===== src/rtl/core/srlp_pkg.sv =====
`timescale 1ns / 1ps
// Shared constants for the steering rate-limited projection block:
// status codes, register indexes, reset values and fixed field widths.
package srlp_pkg;

   localparam int RATE_BITS      = 16;
   localparam int FRAC_BITS      = 13;
   localparam int STATUS_BITS    = 3;
   localparam int CSR_INDEX_BITS = 2;

   typedef logic [STATUS_BITS-1:0]    status_type;
   typedef logic [CSR_INDEX_BITS-1:0] csr_index_type;
   typedef logic [RATE_BITS-1:0]      rate_type;

   localparam status_type STATUS_OK          = 3'd0;
   localparam status_type STATUS_NO_COMMAND  = 3'd1;
   localparam status_type STATUS_BAD_MEASURE = 3'd2;
   localparam status_type STATUS_BAD_TIMING  = 3'd3;
   localparam status_type STATUS_STALE       = 3'd4;
   localparam status_type STATUS_BAD_LIMITS  = 3'd5;

   localparam csr_index_type CSR_MAX_ABS_STEERING    = 2'd0;
   localparam csr_index_type CSR_MAX_OBSERVATION_AGE = 2'd1;
   localparam csr_index_type CSR_MAX_STEERING_RATE   = 2'd2;

   localparam int MAX_ABS_STEERING_RESET    = 8192;
   localparam int MAX_OBSERVATION_AGE_RESET = 6554;
   localparam int MAX_STEERING_RATE_RESET   = 1024;

endpackage


===== src/rtl/core/srlp_if.sv =====
`timescale 1ns / 1ps
// Valid/ready channel interfaces for the request, response and CSR write ports.
// Depends on srlp_pkg for the status, index and rate widths.
interface srlp_req_if #(
   parameter int ANGLE_BITS = 16,
   parameter int TIME_BITS  = 24
);
   logic                         valid;
   logic                         ready;
   logic signed [ANGLE_BITS-1:0] measured_angle;
   logic signed [ANGLE_BITS-1:0] committed_angle;
   logic                         committed_present;
   logic signed [TIME_BITS-1:0]  observation_age;
   logic signed [TIME_BITS-1:0]  prediction_delay;
   logic signed [TIME_BITS-1:0]  command_age;
   logic signed [TIME_BITS-1:0]  command_control_age;

   modport source (
      output valid, measured_angle, committed_angle, committed_present,
             observation_age, prediction_delay, command_age, command_control_age,
      input  ready
   );
   modport sink (
      input  valid, measured_angle, committed_angle, committed_present,
             observation_age, prediction_delay, command_age, command_control_age,
      output ready
   );
endinterface

interface srlp_rsp_if #(
   parameter int ANGLE_BITS = 16,
   parameter int TIME_BITS  = 24
);
   logic                         valid;
   logic                         ready;
   srlp_pkg::status_type         status;
   logic signed [ANGLE_BITS-1:0] measured_clamped;
   logic signed [ANGLE_BITS-1:0] committed_clamped;
   logic signed [ANGLE_BITS-1:0] current_angle;
   logic signed [ANGLE_BITS-1:0] origin_angle;
   logic                         command_reached;
   logic [TIME_BITS-2:0]         command_projection_time;
   logic [TIME_BITS-2:0]         projection_time;
   logic [ANGLE_BITS:0]          max_reachable_step;

   modport source (
      output valid, status, measured_clamped, committed_clamped, current_angle,
             origin_angle, command_reached, command_projection_time,
             projection_time, max_reachable_step,
      input  ready
   );
   modport sink (
      input  valid, status, measured_clamped, committed_clamped, current_angle,
             origin_angle, command_reached, command_projection_time,
             projection_time, max_reachable_step,
      output ready
   );
endinterface

interface srlp_csr_if #(
   parameter int ANGLE_BITS = 16,
   parameter int TIME_BITS  = 24
);
   localparam int W0     = ANGLE_BITS - 1;
   localparam int W1     = TIME_BITS - 1;
   localparam int W01    = (W0 > W1) ? W0 : W1;
   localparam int DATA_W = (W01 > srlp_pkg::RATE_BITS) ? W01 : srlp_pkg::RATE_BITS;

   logic                    valid;
   logic                    ready;
   srlp_pkg::csr_index_type index;
   logic [DATA_W-1:0]       data;

   modport source (output valid, index, data, input ready);
   modport sink (input valid, index, data, output ready);
endinterface


===== src/rtl/core/srlp_reach.sv =====
`timescale 1ns / 1ps
// Slew-limited step: rate times duration bound, step toward the target, clamp to limit.
// Depends on srlp_pkg for the rate width and the angle fraction bits.
module srlp_reach #(
   parameter int ANGLE_BITS = 16,
   parameter int TIME_BITS  = 24
) (
   input  srlp_pkg::rate_type            rate,
   input  logic [TIME_BITS-2:0]          duration,
   input  logic signed [ANGLE_BITS-1:0]  base_angle,
   input  logic signed [ANGLE_BITS:0]    req_step,
   input  logic [ANGLE_BITS-2:0]         limit,
   output logic [ANGLE_BITS:0]           bound,
   output logic signed [ANGLE_BITS-1:0]  angle,
   output logic                          fits
);
   import srlp_pkg::*;

   localparam int PW = RATE_BITS + TIME_BITS - 1;
   localparam int SW = PW - FRAC_BITS;
   localparam int CW = ANGLE_BITS + 1;
   localparam int XW = (SW > CW) ? SW : CW;
   localparam int DW = ANGLE_BITS + 3;
   localparam logic [CW-1:0] BOUND_CAP = '1;

   logic [PW-1:0]        product;
   logic [XW-1:0]        shifted;
   logic signed [DW-1:0] req_d;
   logic signed [DW-1:0] abs_req;
   logic signed [DW-1:0] bound_d;
   logic signed [DW-1:0] lim_d;
   logic signed [DW-1:0] step_d;
   logic signed [DW-1:0] sum_d;

   assign product = PW'(rate) * PW'(duration);
   assign shifted = XW'(product[PW-1:FRAC_BITS]);
   assign bound   = (shifted > XW'(BOUND_CAP)) ? BOUND_CAP : shifted[CW-1:0];

   assign req_d   = DW'(req_step);
   assign abs_req = req_d[DW-1] ? -req_d : req_d;
   assign bound_d = $signed(DW'(bound));
   assign lim_d   = $signed(DW'(limit));
   assign fits    = (abs_req <= bound_d);

   always_comb begin
      if (fits) begin
         step_d = req_d;
      end else if (req_d[DW-1]) begin
         step_d = -bound_d;
      end else begin
         step_d = bound_d;
      end
      sum_d = DW'(base_angle) + step_d;
      priority if (sum_d > lim_d) begin
         angle = ANGLE_BITS'(lim_d);
      end else if (sum_d < -lim_d) begin
         angle = ANGLE_BITS'(-lim_d);
      end else begin
         angle = ANGLE_BITS'(sum_d);
      end
   end

endmodule


===== src/rtl/core/steering_rate_limited_projection_top.sv =====
`timescale 1ns / 1ps
// Path: a transaction accepted into the request register moves on to the result register, which drives rsp.
// Throughput: one transaction per cycle; the request register and the result
// register form a two-deep pipeline that advances whenever the result is taken or empty.
// The input-to-result path holds the two 16 x (TIME_BITS-1) rate multiplies.
// Reset: synchronous, clears both pipeline valids and loads the CSR reset values.
module steering_rate_limited_projection_top #(
   parameter int ANGLE_BITS = 16,
   parameter int TIME_BITS  = 24
) (
   input  logic       clock,
   input  logic       reset,
   srlp_req_if.sink   req,
   srlp_rsp_if.source rsp,
   srlp_csr_if.sink   csr
);
   import srlp_pkg::*;

   localparam int A = ANGLE_BITS;
   localparam int T = TIME_BITS;

   // CSRs
   logic [A-2:0]  max_abs_ff, max_abs_in;
   logic [T-2:0]  max_obs_ff, max_obs_in;
   rate_type      max_rate_ff, max_rate_in;
   logic          csr_write;

   assign csr.ready = 1'b1;
   assign csr_write = csr.valid & csr.ready;

   always_comb begin
      max_abs_in  = max_abs_ff;
      max_obs_in  = max_obs_ff;
      max_rate_in = max_rate_ff;
      if (csr_write) begin
         unique case (csr.index)
            CSR_MAX_ABS_STEERING:    max_abs_in  = csr.data[A-2:0];
            CSR_MAX_OBSERVATION_AGE: max_obs_in  = csr.data[T-2:0];
            CSR_MAX_STEERING_RATE:   max_rate_in = csr.data[RATE_BITS-1:0];
            default: ;
         endcase
      end
   end

   always_ff @(posedge clock) begin
      if (reset) begin
         max_abs_ff  <= (A-1)'(MAX_ABS_STEERING_RESET);
         max_obs_ff  <= (T-1)'(MAX_OBSERVATION_AGE_RESET);
         max_rate_ff <= RATE_BITS'(MAX_STEERING_RATE_RESET);
      end else begin
         max_abs_ff  <= max_abs_in;
         max_obs_ff  <= max_obs_in;
         max_rate_ff <= max_rate_in;
      end
   end

   // Pipeline control
   logic s1_valid_ff, s1_valid_in;
   logic s2_valid_ff, s2_valid_in;
   logic s2_open;
   logic s1_move;
   logic req_take;

   assign s2_open   = ~s2_valid_ff | rsp.ready;
   assign s1_move   = s1_valid_ff & s2_open;
   assign req.ready = ~s1_valid_ff | s2_open;
   assign req_take  = req.valid & req.ready;

   always_comb begin
      s1_valid_in = req_take ? 1'b1 : (s1_move ? 1'b0 : s1_valid_ff);
      s2_valid_in = s1_move ? 1'b1 : (rsp.ready ? 1'b0 : s2_valid_ff);
   end

   always_ff @(posedge clock) begin
      if (reset) begin
         s1_valid_ff <= 1'b0;
         s2_valid_ff <= 1'b0;
      end else begin
         s1_valid_ff <= s1_valid_in;
         s2_valid_ff <= s2_valid_in;
      end
   end

   // Request register
   logic signed [A-1:0] meas_ff, comm_ff;
   logic                present_ff;
   logic signed [T-1:0] obs_ff, delay_ff, cmd_ff, ctl_ff;

   always_ff @(posedge clock) begin
      if (req_take) begin
         meas_ff    <= req.measured_angle;
         comm_ff    <= req.committed_angle;
         present_ff <= req.committed_present;
         obs_ff     <= req.observation_age;
         delay_ff   <= req.prediction_delay;
         cmd_ff     <= req.command_age;
         ctl_ff     <= req.command_control_age;
      end
   end

   // Checks
   logic [A-1:0] meas_abs, comm_abs;
   status_type   status;

   assign meas_abs = meas_ff[A-1] ? A'(-meas_ff) : A'(meas_ff);
   assign comm_abs = comm_ff[A-1] ? A'(-comm_ff) : A'(comm_ff);

   always_comb begin
      priority if (!present_ff) begin
         status = STATUS_NO_COMMAND;
      end else if (obs_ff[T-1] || delay_ff[T-1]) begin
         status = STATUS_BAD_TIMING;
      end else if (max_obs_ff == '0 || max_abs_ff == '0 || cmd_ff[T-1] || ctl_ff[T-1]) begin
         status = STATUS_BAD_LIMITS;
      end else if (meas_abs > A'(max_abs_ff) || comm_abs > A'(max_abs_ff)) begin
         status = STATUS_BAD_MEASURE;
      end else if (obs_ff[T-2:0] > max_obs_ff) begin
         status = STATUS_STALE;
      end else begin
         status = STATUS_OK;
      end
   end

   // Projection
   logic [T-2:0]        cpt;
   logic [T-1:0]        pt_sum;
   logic [T-2:0]        pt;
   logic signed [A:0]   req_diff;
   logic [A:0]          cur_bound, reach;
   logic signed [A-1:0] cur_angle, org_angle;
   logic                cur_fits, org_fits;

   assign cpt      = (obs_ff[T-2:0] < cmd_ff[T-2:0]) ? obs_ff[T-2:0] : cmd_ff[T-2:0];
   assign pt_sum   = T'(cpt) + T'(delay_ff[T-2:0]);
   assign pt       = pt_sum[T-1] ? '1 : pt_sum[T-2:0];
   assign req_diff = (A+1)'(comm_ff) - (A+1)'(meas_ff);

   srlp_reach #(.ANGLE_BITS(A), .TIME_BITS(T)) u_reach_current (
      .rate       (max_rate_ff),
      .duration   (cpt),
      .base_angle (meas_ff),
      .req_step   (req_diff),
      .limit      (max_abs_ff),
      .bound      (cur_bound),
      .angle      (cur_angle),
      .fits       (cur_fits)
   );

   srlp_reach #(.ANGLE_BITS(A), .TIME_BITS(T)) u_reach_origin (
      .rate       (max_rate_ff),
      .duration   (pt),
      .base_angle (meas_ff),
      .req_step   (req_diff),
      .limit      (max_abs_ff),
      .bound      (reach),
      .angle      (org_angle),
      .fits       (org_fits)
   );

   // Result register
   status_type          status_ff;
   logic signed [A-1:0] meas_out_ff, comm_out_ff, cur_out_ff, org_out_ff;
   logic                reached_ff;
   logic [T-2:0]        cpt_ff, pt_ff;
   logic [A:0]          reach_ff;
   logic                ok;

   assign ok = (status == STATUS_OK);

   always_ff @(posedge clock) begin
      if (s1_move) begin
         status_ff   <= status;
         meas_out_ff <= ok ? meas_ff : '0;
         comm_out_ff <= ok ? comm_ff : '0;
         cur_out_ff  <= ok ? cur_angle : '0;
         org_out_ff  <= ok ? org_angle : '0;
         reached_ff  <= ok & org_fits;
         cpt_ff      <= ok ? cpt : '0;
         pt_ff       <= ok ? pt : '0;
         reach_ff    <= ok ? reach : '0;
      end
   end

   assign rsp.valid                   = s2_valid_ff;
   assign rsp.status                  = status_ff;
   assign rsp.measured_clamped        = meas_out_ff;
   assign rsp.committed_clamped       = comm_out_ff;
   assign rsp.current_angle           = cur_out_ff;
   assign rsp.origin_angle            = org_out_ff;
   assign rsp.command_reached         = reached_ff;
   assign rsp.command_projection_time = cpt_ff;
   assign rsp.projection_time         = pt_ff;
   assign rsp.max_reachable_step      = reach_ff;

   logic unused_bits;
   assign unused_bits = cur_fits | (|cur_bound);

endmodule


===== src/flat_wrapper.sv =====
// flat-port wrapper written by rule: the top's interface ports become plain ports
module steering_rate_limited_projection_top_flat import srlp_pkg::*;
#(
   parameter int ANGLE_BITS = 16,
   parameter int TIME_BITS  = 24
)
  (clock, reset, req_valid, req_measured_angle, req_committed_angle, req_committed_present, req_observation_age, req_prediction_delay, req_command_age, req_command_control_age, req_ready, rsp_valid, rsp_status, rsp_measured_clamped, rsp_committed_clamped, rsp_current_angle, rsp_origin_angle, rsp_command_reached, rsp_command_projection_time, rsp_projection_time, rsp_max_reachable_step, rsp_ready, csr_valid, csr_index, csr_data, csr_ready);
  srlp_req_if #(.ANGLE_BITS(ANGLE_BITS), .TIME_BITS(TIME_BITS)) req_i ();
  srlp_rsp_if #(.ANGLE_BITS(ANGLE_BITS), .TIME_BITS(TIME_BITS)) rsp_i ();
  srlp_csr_if #(.ANGLE_BITS(ANGLE_BITS), .TIME_BITS(TIME_BITS)) csr_i ();
  input  logic clock;
  input  logic reset;
  input wire logic [$bits(req_i.valid)-1:0] req_valid;
  input wire logic [$bits(req_i.measured_angle)-1:0] req_measured_angle;
  input wire logic [$bits(req_i.committed_angle)-1:0] req_committed_angle;
  input wire logic [$bits(req_i.committed_present)-1:0] req_committed_present;
  input wire logic [$bits(req_i.observation_age)-1:0] req_observation_age;
  input wire logic [$bits(req_i.prediction_delay)-1:0] req_prediction_delay;
  input wire logic [$bits(req_i.command_age)-1:0] req_command_age;
  input wire logic [$bits(req_i.command_control_age)-1:0] req_command_control_age;
  output wire logic [$bits(req_i.ready)-1:0] req_ready;
  output wire logic [$bits(rsp_i.valid)-1:0] rsp_valid;
  output wire logic [$bits(rsp_i.status)-1:0] rsp_status;
  output wire logic [$bits(rsp_i.measured_clamped)-1:0] rsp_measured_clamped;
  output wire logic [$bits(rsp_i.committed_clamped)-1:0] rsp_committed_clamped;
  output wire logic [$bits(rsp_i.current_angle)-1:0] rsp_current_angle;
  output wire logic [$bits(rsp_i.origin_angle)-1:0] rsp_origin_angle;
  output wire logic [$bits(rsp_i.command_reached)-1:0] rsp_command_reached;
  output wire logic [$bits(rsp_i.command_projection_time)-1:0] rsp_command_projection_time;
  output wire logic [$bits(rsp_i.projection_time)-1:0] rsp_projection_time;
  output wire logic [$bits(rsp_i.max_reachable_step)-1:0] rsp_max_reachable_step;
  input wire logic [$bits(rsp_i.ready)-1:0] rsp_ready;
  input wire logic [$bits(csr_i.valid)-1:0] csr_valid;
  input wire logic [$bits(csr_i.index)-1:0] csr_index;
  input wire logic [$bits(csr_i.data)-1:0] csr_data;
  output wire logic [$bits(csr_i.ready)-1:0] csr_ready;
  assign req_i.valid = req_valid;
  assign req_i.measured_angle = req_measured_angle;
  assign req_i.committed_angle = req_committed_angle;
  assign req_i.committed_present = req_committed_present;
  assign req_i.observation_age = req_observation_age;
  assign req_i.prediction_delay = req_prediction_delay;
  assign req_i.command_age = req_command_age;
  assign req_i.command_control_age = req_command_control_age;
  assign req_ready = req_i.ready;
  assign rsp_valid = rsp_i.valid;
  assign rsp_status = rsp_i.status;
  assign rsp_measured_clamped = rsp_i.measured_clamped;
  assign rsp_committed_clamped = rsp_i.committed_clamped;
  assign rsp_current_angle = rsp_i.current_angle;
  assign rsp_origin_angle = rsp_i.origin_angle;
  assign rsp_command_reached = rsp_i.command_reached;
  assign rsp_command_projection_time = rsp_i.command_projection_time;
  assign rsp_projection_time = rsp_i.projection_time;
  assign rsp_max_reachable_step = rsp_i.max_reachable_step;
  assign rsp_i.ready = rsp_ready;
  assign csr_i.valid = csr_valid;
  assign csr_i.index = csr_index;
  assign csr_i.data = csr_data;
  assign csr_ready = csr_i.ready;
  steering_rate_limited_projection_top #(.ANGLE_BITS(ANGLE_BITS), .TIME_BITS(TIME_BITS)) u_core (.clock(clock), .reset(reset), .req(req_i), .rsp(rsp_i), .csr(csr_i));
endmodule

===== config.mk =====
export PLATFORM = sky130hd
export DESIGN_NAME = steering_rate_limited_projection_top_flat
export DESIGN_NICKNAME = d
export VERILOG_FILES = /design/src/rtl/core/srlp_pkg.sv /design/src/rtl/core/srlp_if.sv /design/src/rtl/core/srlp_reach.sv /design/src/rtl/core/steering_rate_limited_projection_top.sv /design/src/flat_wrapper.sv
export SDC_FILE = /design/constraint.sdc
export NUM_CORES = 2
export LEC_CHECK = 0
export BUFFER_PORTS_ARGS = -buffer_cell sky130_fd_sc_hd__clkbuf_2
export CORE_MARGIN = 2
export CORE_UTILIZATION = 50
export CTS_CLUSTER_DIAMETER = 120
export DETAILED_ROUTE_END_ITERATION = 12
export PLACE_DENSITY = 0.77
export SYNTH_ARGS = -nofsm -noshare
export SYNTH_HDL_FRONTEND = slang
export SYNTH_SLANG_ARGS = --single-unit

===== constraint.sdc =====
create_clock -name clock -period 43.9 [get_ports clock]
set_clock_uncertainty 0.1 [all_clocks]
set_input_delay 2.195 -clock clock [delete_from_list [all_inputs] [get_ports clock]]
set_output_delay 2.195 -clock clock [all_outputs]
set_load 0.03 [all_outputs]

# Word level (Yosys, flattened, before mapping)
# Index checks and enable logic that the tools add are counted.
# totals
input_bits,159
regBits,316
# classes
n_mul,2
reduce_logical,16
n_lt_le_gt_ge,12
add_sub_neg,10
n_eq_ne,2
n_mux,24
bitwise_logic,8
# ops
cell,n
19-bit two-way mux,5
16-bit by 23-bit multiplier with 39-bit output,2
16-bit two-way mux,4
17-bit negation with 19-bit output,3
"26-bit by 17-bit greater-than comparator with 1-bit output, second input constant",2
23-bit two-way mux,2
16-bit by 19-bit adder with 19-bit output,2
19-bit by 16-bit greater-than comparator with 1-bit output,2
19-bit by 18-bit <= comparator with 1-bit output,2
19-bit less-than comparator,2
17-bit two-way mux,2
16-bit by 15-bit greater-than comparator with 1-bit output,2
16-bit negation,2
15-bit two-way mux,2
23-bit by 23-bit adder with 24-bit output,1
23-bit greater-than comparator,1
23-bit logical NOT,1
23-bit less-than comparator,1
15-bit negation with 19-bit output,1
16-bit by 16-bit subtractor with 17-bit output,1
15-bit logical NOT,1
3-bit two-way mux,5
2-bit AND reduction,3
1-bit logical OR,5
10 further kinds,20

# Depth between registers and ports, before layout
# depth
depth_word,14
mapped_depth,89
depth_no_buf,82

# By module
# Synthesis repeated with hierarchy kept, for this count alone.
# unflattened
hier_cells,5467
area_unflattened_um2,47509.3
# modules_own_cells
mod,instances,cells_each,area_each_um2,seq_area_each_um2
srlp_reach at u_core.u_reach_current,1,2064,16250.6,0.0
srlp_reach at u_core.u_reach_origin,1,2008,16042.9,0.0
steering_rate_limited_projection_top,1,1395,15215.8,8237.9

# Worst setup path after synthesis
# OpenSTA, ideal clock, no wires.
# synth_timing
kind,reg2reg
start,register u_core.obs_ff[21]
end,"register u_core.org_out_ff[0] (netlist: u_core.rsp.origin_angle[0]), data pin"
synth_period_minus_slack_ns,18.027
required_time_ns,43.530
setup_ns,0.270
arrival_ns,17.657
setup_slack_ns,25.873
stages_incl_launch_ff,83
cell_sequence,edfxtp_1 -> ha_1 -> nand4_2 -> nor4_4 -> nand2_2 -> o211ai_2 -> clkbuf_1 -> mux2_2 -> clkbuf_1 -> ha_1 -> a21o_1 -> a21oi_1 -> o21bai_1 -> a21oi_1 -> o21bai_1 -> a21oi_1 -> o311ai_0 -> o211ai_1 -> [47 not listed] -> o21ai_1 -> o21a_1 -> a21oi_1 -> xnor2_1 -> ha_1 -> nand4_1 -> o21bai_1 -> nor2_1 -> a211oi_1 -> a21oi_1 -> or3_1 -> or2_2 -> and3_1 -> a311oi_4 -> nand2_2 -> buf_2 -> o21ai_1 -> a21oi_1
# synth_via
elab_chain_len,14
word_cells_on_any_way,23
cone_classes,add/sub (3); mul (1); order compare (6); mux (12); reduce/logical (1)
# synth_lines
item,line_no,rtl
from (decl),steering_rate_limited_projection_top.sv:87,"logic signed [T-1:0] obs_ff, delay_ff, cmd_ff, ctl_ff;"
from (signal assigned),steering_rate_limited_projection_top.sv:94,obs_ff <= req.observation_age;
23-bit less-than comparator (*),steering_rate_limited_projection_top.sv:133,assign cpt = (obs_ff[T-2:0] < cmd_ff[T-2:0]) ? obs_ff[T-2:0] : cmd_ff[T-2:0];
23-bit two-way mux (*),steering_rate_limited_projection_top.sv:133,
net u_core.cpt[2],steering_rate_limited_projection_top.sv:125,logic [T-2:0] cpt;
23-bit by 23-bit adder with 24-bit output (*),steering_rate_limited_projection_top.sv:134,assign pt_sum = T'(cpt) + T'(delay_ff[T-2:0]);
23-bit two-way mux (*),steering_rate_limited_projection_top.sv:135,assign pt = pt_sum[T-1] ? '1 : pt_sum[T-2:0];
16-bit by 23-bit multiplier with 39-bit output (*),srlp_reach.sv:35,assign product = PW'(rate) * PW'(duration);
26-bit by 17-bit greater-than comparator with 1-bit output,srlp_reach.sv:37,assign bound = (shifted > XW'(BOUND_CAP)) ? BOUND_CAP : shifted[CW-1:0];
17-bit two-way mux (*),srlp_reach.sv:37,
17-bit negation with 19-bit output,srlp_reach.sv:49,step_d = -bound_d;
19-bit two-way mux,srlp_reach.sv:48,end else if (req_d[DW-1]) begin
19-bit two-way mux (*),srlp_reach.sv:46,if (fits) begin
16-bit by 19-bit adder with 19-bit output (*),srlp_reach.sv:53,sum_d = DW'(base_angle) + step_d;
19-bit less-than comparator,srlp_reach.sv:56,end else if (sum_d < -lim_d) begin
16-bit two-way mux,srlp_reach.sv:56,
15-bit two-way mux (*),srlp_reach.sv:54,priority if (sum_d > lim_d) begin
to (signal assigned),steering_rate_limited_projection_top.sv:176,org_out_ff <= ok ? org_angle : '0;
to (decl),steering_rate_limited_projection_top.sv:162,"logic signed [A-1:0] meas_out_ff, comm_out_ff, cur_out_ff, org_out_ff;"
# The timed path passes the listed nets; every way through them passes the cells marked *.
# A chain may end at the register's enable or synchronous reset.

# Worst setup path after layout
# layout_timing
start,register u_core.obs_ff[21]
end,"register u_core.org_out_ff[15] (netlist: u_core.rsp.origin_angle[15]), data pin"
# layout_via
elab_chain_len,13
word_cells_on_any_way,24
cone_classes,add/sub (3); mul (1); order compare (6); mux (11); bitwise (1); reduce/logical (2)
# layout_lines
item,line_no,rtl
23-bit less-than comparator,steering_rate_limited_projection_top.sv:133,
23-bit two-way mux (*),steering_rate_limited_projection_top.sv:133,
23-bit by 23-bit adder with 24-bit output (*),steering_rate_limited_projection_top.sv:134,
23-bit two-way mux (*),steering_rate_limited_projection_top.sv:135,
16-bit by 23-bit multiplier with 39-bit output (*),srlp_reach.sv:35,
26-bit by 17-bit greater-than comparator with 1-bit output,srlp_reach.sv:37,
17-bit two-way mux (*),srlp_reach.sv:37,
net u_core.reach[0],steering_rate_limited_projection_top.sv:129,"logic [A:0] cur_bound, reach;"
17-bit negation with 19-bit output,srlp_reach.sv:49,
19-bit two-way mux,srlp_reach.sv:48,
19-bit two-way mux (*),srlp_reach.sv:46,
16-bit by 19-bit adder with 19-bit output (*),srlp_reach.sv:53,
19-bit less-than comparator or 19-bit by 16-bit greater-than comparator with 1-bit output (tied branches),"srlp_reach.sv:56, srlp_reach.sv:54",
16-bit two-way mux or 2-bit OR reduction (tied branches),-,
# Marked as above.

==> impl_metrics.csv <==
group,metric,value,unit
status,status,"completed",
setup_path,reg2reg_from,"u_core.obs_ff[21]",
timing,finalSetupViolations,0,
place,place_hpwl,101000,microns
global_routing,grt_pass1_wl,211000,microns
setup_path,critical_path_arrival,22330,ps
timing,fmax,45.3,MHz
floorplan,rows,110,
yosys,synth_compound_area_frac,0.120,
yosys,synth-seq-cells,293,
setup_path,required,44140,ps
setup_path,worstSetupStartpointType,"register",
yosys,yosysSeqAreaShare,0.181,
setup_path,cp-end-kind,"register",
clocking,cts_made_buffers,30,
route,routed-via-count,37700,
finish,drive_gt1_frac,0.0902,
route,drtIter0Drc,3459,
timing,hold_ws,357,ps
setup_path,path_max_fanout,31,
timing,fin_tns_setup,0,ps
global_routing,grt_max_degree,72,
yosys,syn_avg_cell_area,8.88,sq um
run,drv_cap,0,
route,postRouteAntennaNets,0,
clocking,hold_buffers,0,
route,drc,0,
route,drt-pass1-iter-count,7,
finish,final_cell_mix,"792 x inv_1, 710 x nand2_1, 586 x fa_1",
setup_path,cp-endpoint,"u_core.rsp.origin_angle[15]",
finish,post-route-util,0.542,
clocking,post_cts_buffers,0,
hold_path,min_from,"u_core.max_rate_ff[11]",
setup_path,rr_worst_depth,74,
floorplan,coreArea,90000,sq um
route,vias_per_cell,5.85,
route,wl,132000,microns
clocking,cts.sinks,293,
clocking,clkSlewWorstSetupHoldPaths,60,ps
timing,slew_headroom,0.208,
floorplan,die_w,306,microns
floorplan,start_util,0.505,
yosys,yosysUniqueCellTypes,99,
floorplan,dieArea,93400,sq um
global_routing,grt_usage,0.286,
setup_path,cp_common_cell,"fa_1",
timing,final_max_slew_viol_count,0,
timing,fin_crit,22090,ps
finish,antenna-diode-count,0,
place,place_ws,22480,ps
finish,area_delta_synth_final,7.38,%
floorplan,ios,293,
yosys,synth_fa_ha_area_frac,0.388,
place,port_buffers,268,
timing,layout_setup_ws,21810,ps
setup_path,crit_path_start,"u_core.obs_ff[21]",
yosys,syn-num-nets,6338,
hold_path,min_path_type,"reg -> reg",
setup_path,reg2reg_to,"u_core.rsp.origin_angle[15]",
yosys,synth_top_family_by_area,"adder cells",
yosys,synthSimpleGateAreaFrac,0.180,
setup_path,cpPeakStageDelay,910,ps
finish,final_nets,6461,
clocking,cts_tree,"done",
timing,fin_crit_sh,0.503,
route,wl_per_cell,20.4,microns
power,total_leakage_power,22.6,nW
setup_path,worst-r2r-setup-slack,21810,ps
timing,hold_viol_final,0,
yosys,syn_area,45500,sq um
finish,final_common_cell,"inv_1",
setup_path,crit_type,"reg -> reg",
yosys,synth_mux_area_frac,0.0146,
global_routing,grt_pass1_vias,39000,
yosys,synth-xor-area-share,0.0316,
timing,rsz0062_at_grt,"no",
yosys,synth_ff_type,"edfxtp_1",
global_routing,grt-ovfl-total,0,
yosys,async_reset_ff_frac,0,
power,powerDensity,44.7,nW/um^2
place,place_congestion,0.958,
clocking,worstSkewPairLatency,630,ps
clocking,cts_resized,0,
yosys,ys_warn_count,0,
yosys,synth_edf_count,237,
clocking,htreeDepth,1,
timing,worstMarginPinSlew,1190,ps
power,irDropWorstVdd,0.0458,mV
global_routing,antenna_found_initial,1,
setup_path,slowest_stage,"o21bai_2",
clocking,cts-root-buf,"clkbuf_16",
floorplan,die-height,306,microns
finish,fillCellCount,8112,
clocking,clockBufferDepth,3,
yosys,syn-instance-count,5121,
[registers in the layout, summed over array words and instances, names as in the netlist, 17 cells and up]
register and flops:
u_core.cmd_ff 24, u_core.delay_ff 24, u_core.obs_ff 24, u_core.max_obs_ff 23, u_core.rsp.command_projection_time 23, u_core.rsp.projection_time 23, u_core.rsp.max_reachable_step 17
[worst min-delay path by stage]
stage,to,slack [ps],cells past startpoint
after floorplan,u_core.max_obs_ff[13],350,2
after global placement,u_core.max_rate_ff[11],340,2
after detailed placement,u_core.max_rate_ff[15],350,2
after CTS,u_core.max_rate_ff[11],360,2
after global routing,u_core.max_rate_ff[11],400,2
final,u_core.max_rate_ff[11],360,2
[critical path, delay by kind of cell (launching register included)]
kind,cells,cell delay (ps)
DFF,1,430
AOI/OAI and AO/OA,29,7790
xor gates and xnor gates,1,420
buffers and inverters,7,950
adders and majority gates,13,5390
and+or+nand+nor,21,5200
muxes,3,1480
[power breakdown]
part | internal (mW) | switching [mW] | total (mW)
Sequential | 0.315 | 0.0106 | 0.326
Combinational | 0.566 | 1.04 | 1.60
Clock | 0.147 | 0.111 | 0.257
Total | 1.03 | 1.16 | 2.18
[kinds of logic after synthesis]
family / count (synthesis)
and+or+nand+nor: 1698
adders and majority gates: 1058
buffers and inverters: 1023
AOI/OAI and AO/OA: 822
DFF: 293
xor gates and xnor gates: 164
muxes: 62
other: 1
[synthesized netlist by cell type (14+ instances only)]
| cell | instances | area share |
|---|---|---|
| a211o_1 | 17 | 0.0033 |
| a211oi_1 | 30 | 0.0050 |
| a21o_1 | 84 | 0.014 |
| a21oi_1 | 238 | 0.026 |
| a31oi_1 | 24 | 0.0033 |
| and2_1 | 277 | 0.038 |
| and3_1 | 26 | 0.0036 |
| buf_1 | 14 | 0.0012 |
| clkbuf_1 | 204 | 0.017 |
| dfxtp_1 | 56 | 0.025 |
| edfxtp_1 | 237 | 0.16 |
| fa_1 | 586 | 0.26 |
| ha_1 | 472 | 0.13 |
| inv_1 | 792 | 0.065 |
| mux2_2 | 35 | 0.0087 |
| mux2i_1 | 27 | 0.0059 |
| nand2_1 | 710 | 0.059 |
| nand2b_1 | 21 | 0.0029 |
| nand3_1 | 85 | 0.0094 |
| nand4_1 | 58 | 0.0080 |
| nor2_1 | 258 | 0.021 |
| nor2b_1 | 96 | 0.013 |
| nor3_1 | 53 | 0.0058 |
| nor4_1 | 23 | 0.0032 |
| o211ai_1 | 21 | 0.0035 |
| o21a_1 | 69 | 0.011 |
| o21ai_0 | 139 | 0.015 |
| o21ai_1 | 16 | 0.0018 |
| o21bai_1 | 25 | 0.0041 |
| o221ai_1 | 16 | 0.0031 |
| or2_2 | 18 | 0.0025 |
| or3_1 | 21 | 0.0029 |
| xnor2_1 | 123 | 0.024 |
| xor2_1 | 41 | 0.0079 |
[stage by stage]
step	cells	instance area, sq um	power (mW)
6_report	6443	48800	2.18
2_1_floorplan	5121	45500	1.47
3_5_place_dp	6388	47800	1.90
4_1_cts	6443	48800	2.17
3_3_place_gp	6388	47800	1.87
5_1_grt	6443	48800	2.38
[cell type report]
type	instances	area (sq um)	area share
well taps	1176	1470	0.0301
multi-input cells	3805	33400	0.685
clock inverters	12	126	0.00259
repair buffers	320	1730	0.0355
flip-flops and latches	293	8240	0.169
clock buffers	43	855	0.0175
inverters	794	2980	0.0610
[per-layer routing]
metal,vias up,GRT usage,part of all wire
li1,17100,-,-
met3,410,0.0410,0.084
met5,-,0,0.000084
met1,18400,0.362,0.39
met4,2,0.125,0.049
met2,1785,0.486,0.48
Note: power is estimated with default switching activity, not from simulation.
